--- src/hw/rtl/tse_pkg.sv ---
package tse_pkg;

  // fixed-point constants, 40 fraction bits (pi and 2pi in Q8.40)
  localparam logic [47:0] PI_Q40     = 48'h0324_3F6A_8886;
  localparam logic [47:0] TWO_PI_Q40 = 48'h0648_7ED5_110B;
  localparam logic [62:0] ONE_Q40    = 63'd1 << 40;

  // largest term count the block supports
  localparam logic [10:0] MAX_TERMS  = 11'd1024;

  // argument reduction: top quotient bit of |x| / 2pi
  localparam logic [2:0]  RED_TOP_K  = 3'd4;

  // configuration register indexes
  localparam logic        REG_MAX_TERMS = 1'b0;
  localparam logic        REG_TERM_THR  = 1'b1;

  typedef enum logic [1:0] {
    OP_SIN  = 2'd0,
    OP_COS  = 2'd1,
    OP_EXP  = 2'd2,
    OP_SINH = 2'd3
  } tse_op_t;

  // controller to datapath
  typedef struct packed {
    logic        load;
    logic        red_step;
    logic [2:0]  red_k;
    logic        fold;
    logic        init;
    logic        sq_start;
    logic        f_take;
    logic        term_start;
    logic        m2_start;
    logic        upd;
    logic        out_load;
    logic [10:0] idx;
  } tse_cmd_t;

  // datapath to controller
  typedef struct packed {
    logic is_trig;
    logic is_exp;
    logic busy;
    logic stop;
  } tse_sts_t;

endpackage

--- src/hw/rtl/tse_ctrl.sv ---
module tse_ctrl
  import tse_pkg::*;
(
  input  logic        clk,
  input  logic        rst_n,
  input  logic [10:0] max_terms,
  input  tse_sts_t    sts,
  input  logic        in_valid,
  output logic        in_ready,
  output logic        out_valid,
  input  logic        out_ready,
  output tse_cmd_t    cmd
);

  typedef enum logic [3:0] {
    S_IDLE,
    S_PREP,
    S_RED,
    S_FOLD,
    S_INIT,
    S_SQW,
    S_CHECK,
    S_M1,
    S_M2,
    S_DONE
  } state_t;

  state_t      state_r, state_nxt;
  logic [2:0]  k_r, k_nxt;
  logic [10:0] i_r, i_nxt;
  logic [10:0] n_r, n_nxt;
  logic        out_valid_r, out_valid_nxt;

  // next state and commands
  always_comb begin
    state_nxt     = state_r;
    k_nxt         = k_r;
    i_nxt         = i_r;
    n_nxt         = n_r;
    out_valid_nxt = out_valid_r && !out_ready;
    cmd           = '0;
    cmd.red_k     = k_r;
    cmd.idx       = i_r;
    case (state_r)
      S_IDLE: begin
        if (in_valid) begin
          cmd.load  = 1'b1;
          state_nxt = S_PREP;
          if (max_terms == 11'd0) begin
            n_nxt = 11'd1;
          end else if (max_terms > MAX_TERMS) begin
            n_nxt = MAX_TERMS;
          end else begin
            n_nxt = max_terms;
          end
        end
      end
      S_PREP: begin
        if (sts.is_trig) begin
          k_nxt     = RED_TOP_K;
          state_nxt = S_RED;
        end else begin
          state_nxt = S_INIT;
        end
      end
      S_RED: begin
        cmd.red_step = 1'b1;
        if (k_r == 3'd0) begin
          state_nxt = S_FOLD;
        end else begin
          k_nxt = k_r - 3'd1;
        end
      end
      S_FOLD: begin
        cmd.fold  = 1'b1;
        state_nxt = S_INIT;
      end
      S_INIT: begin
        cmd.init = 1'b1;
        i_nxt    = 11'd1;
        if (sts.is_exp) begin
          state_nxt = S_CHECK;
        end else begin
          cmd.sq_start = 1'b1;
          state_nxt    = S_SQW;
        end
      end
      S_SQW: begin
        if (!sts.busy) begin
          cmd.f_take = 1'b1;
          state_nxt  = S_CHECK;
        end
      end
      S_CHECK: begin
        if (i_r >= n_r) begin
          state_nxt = S_DONE;
        end else begin
          cmd.term_start = 1'b1;
          state_nxt      = S_M1;
        end
      end
      S_M1: begin
        if (!sts.busy) begin
          cmd.m2_start = 1'b1;
          state_nxt    = S_M2;
        end
      end
      S_M2: begin
        if (!sts.busy) begin
          cmd.upd   = 1'b1;
          i_nxt     = i_r + 11'd1;
          state_nxt = sts.stop ? S_DONE : S_CHECK;
        end
      end
      S_DONE: begin
        if (!out_valid_r || out_ready) begin
          cmd.out_load  = 1'b1;
          out_valid_nxt = 1'b1;
          state_nxt     = S_IDLE;
        end
      end
      default: begin
        state_nxt = S_IDLE;
      end
    endcase
  end

  // state and registered outputs
  always_ff @(posedge clk) begin
    if (!rst_n) begin
      state_r     <= S_IDLE;
      k_r         <= 3'd0;
      i_r         <= 11'd0;
      n_r         <= 11'd1;
      out_valid_r <= 1'b0;
    end else begin
      state_r     <= state_nxt;
      k_r         <= k_nxt;
      i_r         <= i_nxt;
      n_r         <= n_nxt;
      out_valid_r <= out_valid_nxt;
    end
  end

  assign in_ready  = (state_r == S_IDLE);
  assign out_valid = out_valid_r;

endmodule

--- config.mk ---
export PLATFORM = sky130hd
export DESIGN_NAME = tse_ctrl
export DESIGN_NICKNAME = d
export VERILOG_FILES = /design/src/hw/rtl/tse_pkg.sv /design/src/hw/rtl/tse_ctrl.sv
export SDC_FILE = /design/constraint.sdc
export NUM_CORES = 1
export LEC_CHECK = 0
export BUFFER_PORTS_ARGS = -buffer_cell sky130_fd_sc_hd__buf_2
export CELL_PAD_IN_SITES_DETAIL_PLACEMENT = 2
export CELL_PAD_IN_SITES_GLOBAL_PLACEMENT = 2
export CORE_ASPECT_RATIO = 0.6
export CORE_UTILIZATION = 33
export DETAILED_ROUTE_END_ITERATION = 10
export PLACE_DENSITY_LB_ADDON = 0.1
export SLEW_MARGIN = 10
export SYNTH_ARGS = -nofsm -noshare
export SYNTH_HDL_FRONTEND = slang
export SYNTH_SLANG_ARGS = --single-unit
--- constraint.sdc ---
create_clock -name clk -period 4.8 [get_ports clk]
set_input_delay 0.24 -clock clk [delete_from_list [all_inputs] [get_ports clk]]
set_output_delay 0.24 -clock clk [all_outputs]
set_load 0.02 [all_outputs]
==> results.yml, run 1 <==
synth:
  yosys.area_share.simple_pct: 28.4
  synth_xor_area_share_pct: 2.30
  synthAdderAreaFrac_pct: 9.20
  synth_cell_types: 50
  synth_area_leaders: "dfxtp_1, ha_1, nor2_1, a21oi_1, inv_1"
  syn_avg_cell_area_um2: 8.00
  synth_top_area_share_pct: 31.5
  synthCells: 238
  syn-num-nets: 271
  synth_seq_area_share_pct: 31.5
  mappedNetlistArea_um2: 1900
  synth_warnings: 0
  synth_edf_count: 0
  async_reset_ff_share_pct: 0
  synth_top_family_by_area: "simple AND/OR/NAND/NOR gates"
  yosys_register_bits: 30
  yosysTopAreaCell: "dfxtp_1"
  synth_flop_cell: "dfxtp_1"
  synth-compound-area-share_pct: 19.2
  synthMuxAreaShare_pct: 1.64
critical_path:
  start_kind: "register"
  path_max_fanout: 5
  cp.required_ns: 4.56
  end_kind: "output port"
  critPathArrivalTime_ns: 2.27
  crit_type: "reg2out"
final_layout:
  final_common_cell: "buf_2"
  mostFrequentLayoutCells: "buf_2, nor2_1, dfxtp_1"
  n_fill_cell: 686
  drive_gt1_share_pct: 23.5
  area_delta_synth_final_pct: 18.8
  nets: 313
  fin_area_um2: 2260
  diodes: 0
detailed_routing:
  wl_um: 6020
  vias: 1838
  route.detailed.drc: 0
  ant_nets: 0
  vias_per_cell: 5.09
  drt_iter0_markers: 76
  wl_per_cell_um: 16.7
  dr.pass1.iters: 4
placement:
  place_area_um2: 2170
  gp_congestion: 0.783
  io_buffers: 44
  dp_hpwl_um: 4670
  place_ws_ns: 2.60
floorplan:
  die_h_um: 60.8
  start_util_pct: 34.2
  core_area_um2: 5570
  die-area_um2: 6090
  rows: 21
  io_pins: 45
  dieWidth_um: 100
timing:
  skew_ns: 0.00741
  setup_tns_ns: 0
  hold_violations: 0
  fin_crit_sh_pct: 52.2
  fmax_mhz: 399
  period_needed_ns: 2.51
  grt_setup_unrepaired: "false"
  fin_ws_ns: 2.29
  drv_slew: 0
  maxSlewHeadroom_pct: 53.2
  worstMarginPinSlew_ns: 0.701
  setup_viol: 0
global_route:
  overflow: 0
  grtUsageTotal_pct: 21.2
  grt_pass1_wl_um: 9560
  grt_max_degree: 22
  grt_antenna_before_repair: 0
  grt_pass1_vias: 1828
job:
  cap_violations: 0
power_and_ir_drop:
  peakVddDrop_mv: 0.0839
  power.leakage_nw: 0.954
  power_density_nw_per_um2: 289
clock_tree:
  worstSkewPairLatency_ns: 0.29
  cts.sinks: 30
  cts_hold_buf: 0
  ctsResizeCount: 0
  cts.clk_slew.worst_paths_ns: 0.07
  cts_tree: "yes"
  htree_levels: 2
  cts_buffers: 5
  post_cts_buffers: 0
  clockBufferDepth: 2
  clockRootBuffer: "clkbuf_8"
outcome:
  outcome: "finished, final reports clean"
hold_path:
  hp-class: "in2reg"
==> through the flow <==
step | hold slack (ns) | std cells | util [%] | total power, mW
2_1_floorplan | 0.381 | 238 | - | 0.391
3_3_place_gp | 0.450 | 353 | 38.9 | 0.431
3_5_place_dp | 0.469 | 353 | 38.9 | 0.437
4_1_cts | 0.205 | 361 | 40.6 | 0.665
5_1_grt | 0.222 | 361 | 40.6 | 0.691
6_report | 0.212 | 361 | 40.6 | 0.653
==> where the power goes <==
part | switching (mW) | internal [mW] | leakage (nW)
clock network | 0.106 | 0.115 | 0.0472
registers | 0.0224 | 0.261 | 0.243
logic | 0.0921 | 0.0566 | 0.663
total | 0.220 | 0.433 | 0.954
==> state kept, by name, indices dropped and copies added, names as in the netlist <==
| signal | cells |
|---|---|
| out_valid | 1 |
| state_r | 4 |
| k_r | 3 |
| n_r | 11 |
| i_r | 11 |
==> routing by layer <==
layer	routed length (µm)	global-route usage (%)	up-vias
li1	-	-	914
met1	3320	30.8	881
met2	2420	31.4	35
met3	215	4.49	8
met4	63	6.83	0
met5	0	0	-
==> synth_stat cells (2+ instances only) <==
library cell,count
dfxtp_1,30
a22oi_1,5
o2111ai_2,2
clkbuf_1,2
nand2_2,2
and4_1,2
and2b_1,2
buf_6,2
a21oi_1,21
nor4_1,3
a31oi_1,3
xnor2_1,5
o21ai_0,9
nor4b_1,2
nor2b_1,3
nor3b_1,5
inv_1,24
o31ai_1,2
buf_2,4
ha_1,14
nand3_1,6
or3_1,5
nand2_1,17
nor2_1,33
mux2i_1,2
nand2b_1,3
a211oi_1,2
nor3_1,6
==> critical path, stage by stage (launching register included) <==
cell      delay, ns
dfxtp_1        0.48
ha_1           0.30
a21oi_1        0.12
o21ai_0        0.15
a311oi_1       0.51
and3_1         0.24
buf_2          0.17
==> layout make-up <==
type                       instances  area [µm²]  share of cell area, %
clock inverter                     2        12.5                  0.553
timing repair buffer              44         220                   9.73
tap                               80         100                   4.42
sequential                        30         601                   26.5
multi-input combinational        175        1160                   51.1
clock buffer                       6        82.6                   3.65
inverter                          24        90.1                   3.98
==> path summary, 6_finish.rpt <==
check          startpoint  cells after the start  slack (ns)          to
min reg2reg       n_r[10]                      2        0.48     n_r[10]
max                i_r[2]                      6        2.29     cmd[14]
max reg2reg        i_r[2]                      6        2.62  state_r[2]
min          max_terms[5]                      3        0.21      n_r[5]
==> logic make-up (layout without fill, tap and decap cells) <==
kind of cell,after synthesis,in the layout
flops,30,30
mux,3,3
simple gates,99,99
buf+inv,33,76
fa+ha+maj,14,14
compound gates,54,54
xor+xnor,5,5
Note: power is estimated with default switching activity, not from simulation.
==> run 2, diff against run 1 <==
CORE_UTILIZATION = 27   (was 33)
clock period = 2.3 ns   (was 4.8 ns; I/O delays follow)
==> run 2 against run 1 <==
Compared with the run above:
- setup slack worse by 2.1 ns
- critical endpoint unchanged
- power rose to 2.6 times the previous value
- largest cell class unchanged
- routed wire length grew 3.3%
==> results.yml, run 2 (synthesized netlist as in run 1, its figures left out) <==
power_and_ir_drop:
  peakVddDrop_mv: 0.326
  power_density_nw_per_um2: 709
  power.leakage_nw: 1.02
outcome:
  outcome: "finished, final reports clean"
clock_tree:
  cts_tree: "yes"
  cts_buffers: 5
  clockRootBuffer: "clkbuf_16"
  clockBufferDepth: 2
  cts.sinks: 30
  htree_levels: 2
  worstSkewPairLatency_ns: 0.28
  cts.clk_slew.worst_paths_ns: 0.05
  cts_hold_buf: 0
final_layout:
  drive_gt1_share_pct: 25.5
  final_common_cell: "buf_2"
  mostFrequentLayoutCells: "buf_2, nor2_1, dfxtp_1"
  fin_area_um2: 2400
  area_delta_synth_final_pct: 25.9
  largest_registers: "i_r x11, n_r x11, state_r x4"
  diodes: 0
  nets: 319
timing:
  maxSlewHeadroom_pct: 48.8
  fin_crit_sh_pct: 93.8
  skew_ns: 0.00429
  setup_tns_ns: 0
  setup_viol: 0
  grt_setup_unrepaired: "false"
  hold_violations: 0
  fmax_mhz: 464
  fin_ws_ns: 0.143
  period_needed_ns: 2.16
  drv_slew: 0
  worstMarginPinSlew_ns: 0.768
placement:
  io_buffers: 44
  place_ws_ns: 0.227
  gp_congestion: 0.716
  dp_hpwl_um: 4900
  place_area_um2: 2210
floorplan:
  start_util_pct: 28.3
  dieWidth_um: 110
  io_pins: 45
  core_area_um2: 6730
  die-area_um2: 7400
  rows: 23
  die_h_um: 67.1
detailed_routing:
  ant_nets: 0
  vias_per_cell: 4.95
  drt_iter0_markers: 34
  wl_um: 6210
  dr.pass1.iters: 4
  vias: 1848
  route.detailed.drc: 0
  wl_per_cell_um: 16.7
global_route:
  grt_max_degree: 22
  grtUsageTotal_pct: 18.1
  grt_pass1_wl_um: 10200
  overflow: 0
  grt_antenna_before_repair: 0
  grt_pass1_vias: 1870
hold_path:
  hold_start: "max_terms[6]"
  hp-class: "in2reg"
  min_path_cells: 3
  min_to: "n_r[6]"
critical_path:
  slowest_delay_ns: 0.41
  r2r_cells: 5
  timing.rr.end: "state_r[0]"
  path_buf_inv: 1
  r2r_setup_slack_ns: 0.33
  crit_slowest_cell: "dfxtp_1"
  cp_cell_sequence: "ha_1, a211oi_1, nor2_1, a311oi_2, and3_1, buf_2"
  path_max_fanout: 5
  critPathArrivalTime_ns: 2.04
  crit_type: "reg2out"
  timing.rr.start: "state_r[0]"
  start_kind: "register"
  critical-path-top-delay-family: "compound AO/OA/AOI/OAI gates"
  end_kind: "output port"
  cp.required_ns: 2.18
job:
  cap_violations: 0
## run 2: cell types whose count changed in the layout (fill, tap and decap cells not counted), sizes merged
cell,delta
clkinvlp,-1
bufinv,+1
buf,+6
clkinv,-1
## run 2: tightest hold or removal path, stage by stage
cell	delay, ns
buf_2	0.09
a22oi_1	0.06
nor2_1	0.07
## run 2: layout make-up
class                      count  area [µm²]
inverter                      24        90.1
fill                         790        4340
multi-input combinational    175        1160
clock inverter                 1        30.0
clock buffer                   6         139
tap                           87         109
sequential                    30         602
timing repair buffer          50         265
## run 2: how the worst max path moves through the flow
stage / from / endpoint / slack, ns / cells after the start
6_report: i_r[8] / cmd[14] / 0.14 / 6
5_1_grt: i_r[0] / cmd[14] / 0.07 / 7
4_1_cts: i_r[0] / cmd[14] / 0.07 / 7
3_5_place_dp: i_r[0] / state_r[2] / 0.23 / 7
3_3_place_gp: i_r[0] / state_r[2] / 0.31 / 7
2_1_floorplan: i_r[8] / state_r[2] / 0.45 / 6
## run 2: routing by layer
layer | share of wire (%) | up-vias | track usage [%]
met5 | 0 | - | 0
met4 | 0.37 | 0 | 3.50
met3 | 4.1 | 3 | 4.91
met2 | 37 | 33 | 24.8
met1 | 58 | 881 | 27.4
li1 | - | 931 | -
## run 2: metrics by stage
step / hold slack (ns) / power, mW / util, % / cells
2_1_floorplan: 0.256 / 0.815 / - / 238
3_3_place_gp: 0.371 / 0.916 / 32.9 / 365
3_5_place_dp: 0.387 / 0.924 / 32.9 / 365
4_1_cts: 0.0935 / 1.71 / 35.5 / 372
5_1_grt: 0.0940 / 1.80 / 35.6 / 373
6_report: 0.0982 / 1.70 / 35.6 / 373
## run 2: power by group
group	total (mW)	switching, mW	internal [mW]
combinational	0.338	0.203	0.135
sequential	0.586	0.0398	0.547
clock	0.774	0.240	0.534
total	1.70	0.483	1.22
## run 2: what timing repair did
action,CTS,global route
setup buffers,0,1
pin swaps,0,1
gates resized for setup,1,1
endpoints found under the setup margin,1,1
==> run 3, diff against run 2 <==
ABC_AREA = 1   (was default)
CORE_UTILIZATION = 26   (was 27)
SETUP_SLACK_MARGIN = 0.2   (was default)
==> run 3 against run 2 <==
Compared with the run above:
- clock power decreased by 11%
- largest power group is now combinational logic
- sequential power is 12% higher
- critical endpoint unchanged
- power is 32% higher
- cell area grew 3.5%
- sequential cell count is the same
- critical path depth up 4
- hold slack improved by 0.00080 ns
- setup slack better by 0.22 ns
- fmax rose by 11%
- synthesized area rose by 3.5%
- sequential share of layout area fell by 0.70 points
- first-iteration DRC count up 100%
==> results.yml, run 3 <==
critical_path:
  r2r_setup_slack_ns: 0.62
  crit_type: "reg2out"
  critical-path-top-delay-family: "buffers and inverters"
  crit_slowest_cell: "dfxtp_1"
  path_max_fanout: 4
  cp.required_ns: 2.18
  path_buf_inv: 4
  slowest_delay_ns: 0.38
  cp_common_cell: "inv_1"
  end_kind: "output port"
  start_kind: "register"
  cp_cell_sequence: "inv_1, ha_1, nand2_1, nor2_1, nand3_1, nand2_1, inv_1, nand3_1, inv_1, buf_2"
  critPathArrivalTime_ns: 1.82
timing:
  maxSlewHeadroom_pct: 72.0
  hold_violations: 0
  timing.hold.ws_ns: 0.0990
  fin_crit_sh_pct: 84.2
  skew_ns: 0.00589
  fin_ws_ns: 0.363
  period_needed_ns: 1.94
  grt_setup_unrepaired: "false"
  setup_tns_ns: 0
  fmax_mhz: 516
  worstMarginPinSlew_ns: 0.418
  drv_slew: 0
  setup_viol: 0
detailed_routing:
  vias: 2028
  dr.pass1.iters: 4
  ant_nets: 0
  drt_iter0_markers: 68
  wl_um: 6610
  route.detailed.drc: 0
  wl_per_cell_um: 14.6
  vias_per_cell: 4.50
floorplan:
  die_h_um: 69.4
  start_util_pct: 27.0
  core_area_um2: 7300
  die-area_um2: 7940
  rows: 24
  io_pins: 45
  dieWidth_um: 114
job:
  cap_violations: 0
final_layout:
  final_common_cell: "nand2_1"
  nets: 379
  mostFrequentLayoutCells: "nand2_1, inv_1, buf_2"
  drive_gt1_share_pct: 25.4
  diodes: 0
  largest_registers: "i_r x11, n_r x11, state_r x4"
  area_delta_synth_final_pct: 25.9
  fin_util_pct: 34.0
  n_fill_cell: 897
power_and_ir_drop:
  peakVddDrop_mv: 0.283
  power_density_nw_per_um2: 901
  power.total_mw: 2.24
  power.leakage_nw: 1.17
clock_tree:
  htree_levels: 2
  post_cts_buffers: 0
  cts_buffers: 5
  cts_tree: "yes"
  worstSkewPairLatency_ns: 0.28
  cts.clk_slew.worst_paths_ns: 0.06
  cts.sinks: 30
  clockRootBuffer: "clkbuf_16"
  clockBufferDepth: 2
synth:
  synth_common_cells: "nand2_1, inv_1, nor2_1"
  syn_avg_cell_area_um2: 6.68
  yosysTopAreaCell: "dfxtp_1"
  mappedNetlistArea_um2: 1970
  synth_cell_types: 34
  synth_area_leaders: "dfxtp_1, nand2_1, ha_1, inv_1, a21oi_1"
  syn-num-nets: 328
  synthCells: 295
  synth_edf_count: 0
  synth_top_area_share_pct: 30.5
  synth_warnings: 0
  synth_seq_area_share_pct: 30.5
  synth_flop_cell: "dfxtp_1"
  synth_most_common_cell: "nand2_1"
  async_reset_ff_share_pct: 0
  yosys_register_bits: 30
global_route:
  grt_pass1_wl_um: 11000
  grt_max_degree: 20
  grt_pass1_vias: 2110
  grt_antenna_before_repair: 0
  grtUsageTotal_pct: 18.5
  overflow: 0
placement:
  dp_hpwl_um: 5460
  gp_congestion: 0.761
  place_ws_ns: 0.596
  io_buffers: 44
hold_path:
  hp-class: "in2reg"
outcome:
  outcome: "finished, final reports clean"
-- run 3: changes by cell type after synthesis, sizes merged, moves of 6 or more --
| cell | change |
|---|---|
| nand3 | +7 |
| buf | -6 |
| nand2 | +59 |
| a21oi | +11 |
| nor2 | +7 |
| inv | +27 |
-- run 3: layout make-up --
| class | count | area, µm² | area share, % |
|---|---|---|---|
| repair buffers | 47 | 243 | 9.78 |
| multi-input cells | 211 | 1160 | 46.7 |
| flip-flops and latches | 30 | 606 | 24.4 |
| clock inverters | 2 | 12.5 | 0.504 |
| well taps | 104 | 130 | 5.24 |
| clock buffers | 6 | 139 | 5.60 |
| inverters | 51 | 191 | 7.72 |
-- run 3: cell families after synthesis --
group / synth area share (%)
XOR/XNOR: 0.889
AND/OR/NAND/NOR: 34.9
buffers and inverters: 10.7
AO/OA/AOI/OAI: 14.2
adder cells (fa/ha/maj): 8.89
flip-flops: 30.5
-- run 3: tightest hold or removal path, stage by stage --
cell and delay, ns:
buf_2 0.10, nand2_1 0.06, a21oi_1 0.05
-- run 3: routing by layer --
layer	share of wire, %	GRT usage, %	vias to the layer above
met3	2.9	3.76	6
met4	1.0	5.19	0
met2	39	25.2	33
li1	-	-	1036
met5	0	0	-
met1	57	28.7	953
-- run 3: path summary, 6_finish.rpt --
path / endpoint / startpoint / cells after the start
setup / recovery: cmd[14] / i_r[0] / 10
hold / removal: n_r[4] / max_terms[4] / 3
setup reg to reg: i_r[4] / state_r[3] / 6
hold reg to reg: n_r[2] / n_r[2] / 2
-- run 3: where the power goes --
part	total, mW	switching (mW)	internal (mW)
registers	0.656	0.0631	0.592
logic	0.892	0.606	0.285
clock network	0.689	0.261	0.429
total	2.24	0.930	1.31
-- run 3: through the flow --
| stage | std cells | instance area (µm²) |
|---|---|---|
| 2_1_floorplan | 295 | 1970 |
| 3_3_place_gp | 443 | 2320 |
| 3_5_place_dp | 443 | 2320 |
| 4_1_cts | 451 | 2480 |
| 5_1_grt | 451 | 2480 |
| 6_report | 451 | 2480 |
-- run 3: repair_timing --
action,in CTS,in global routing
hold buffers,0,0
gates resized for setup,0,4
endpoints found under the setup margin,0,1
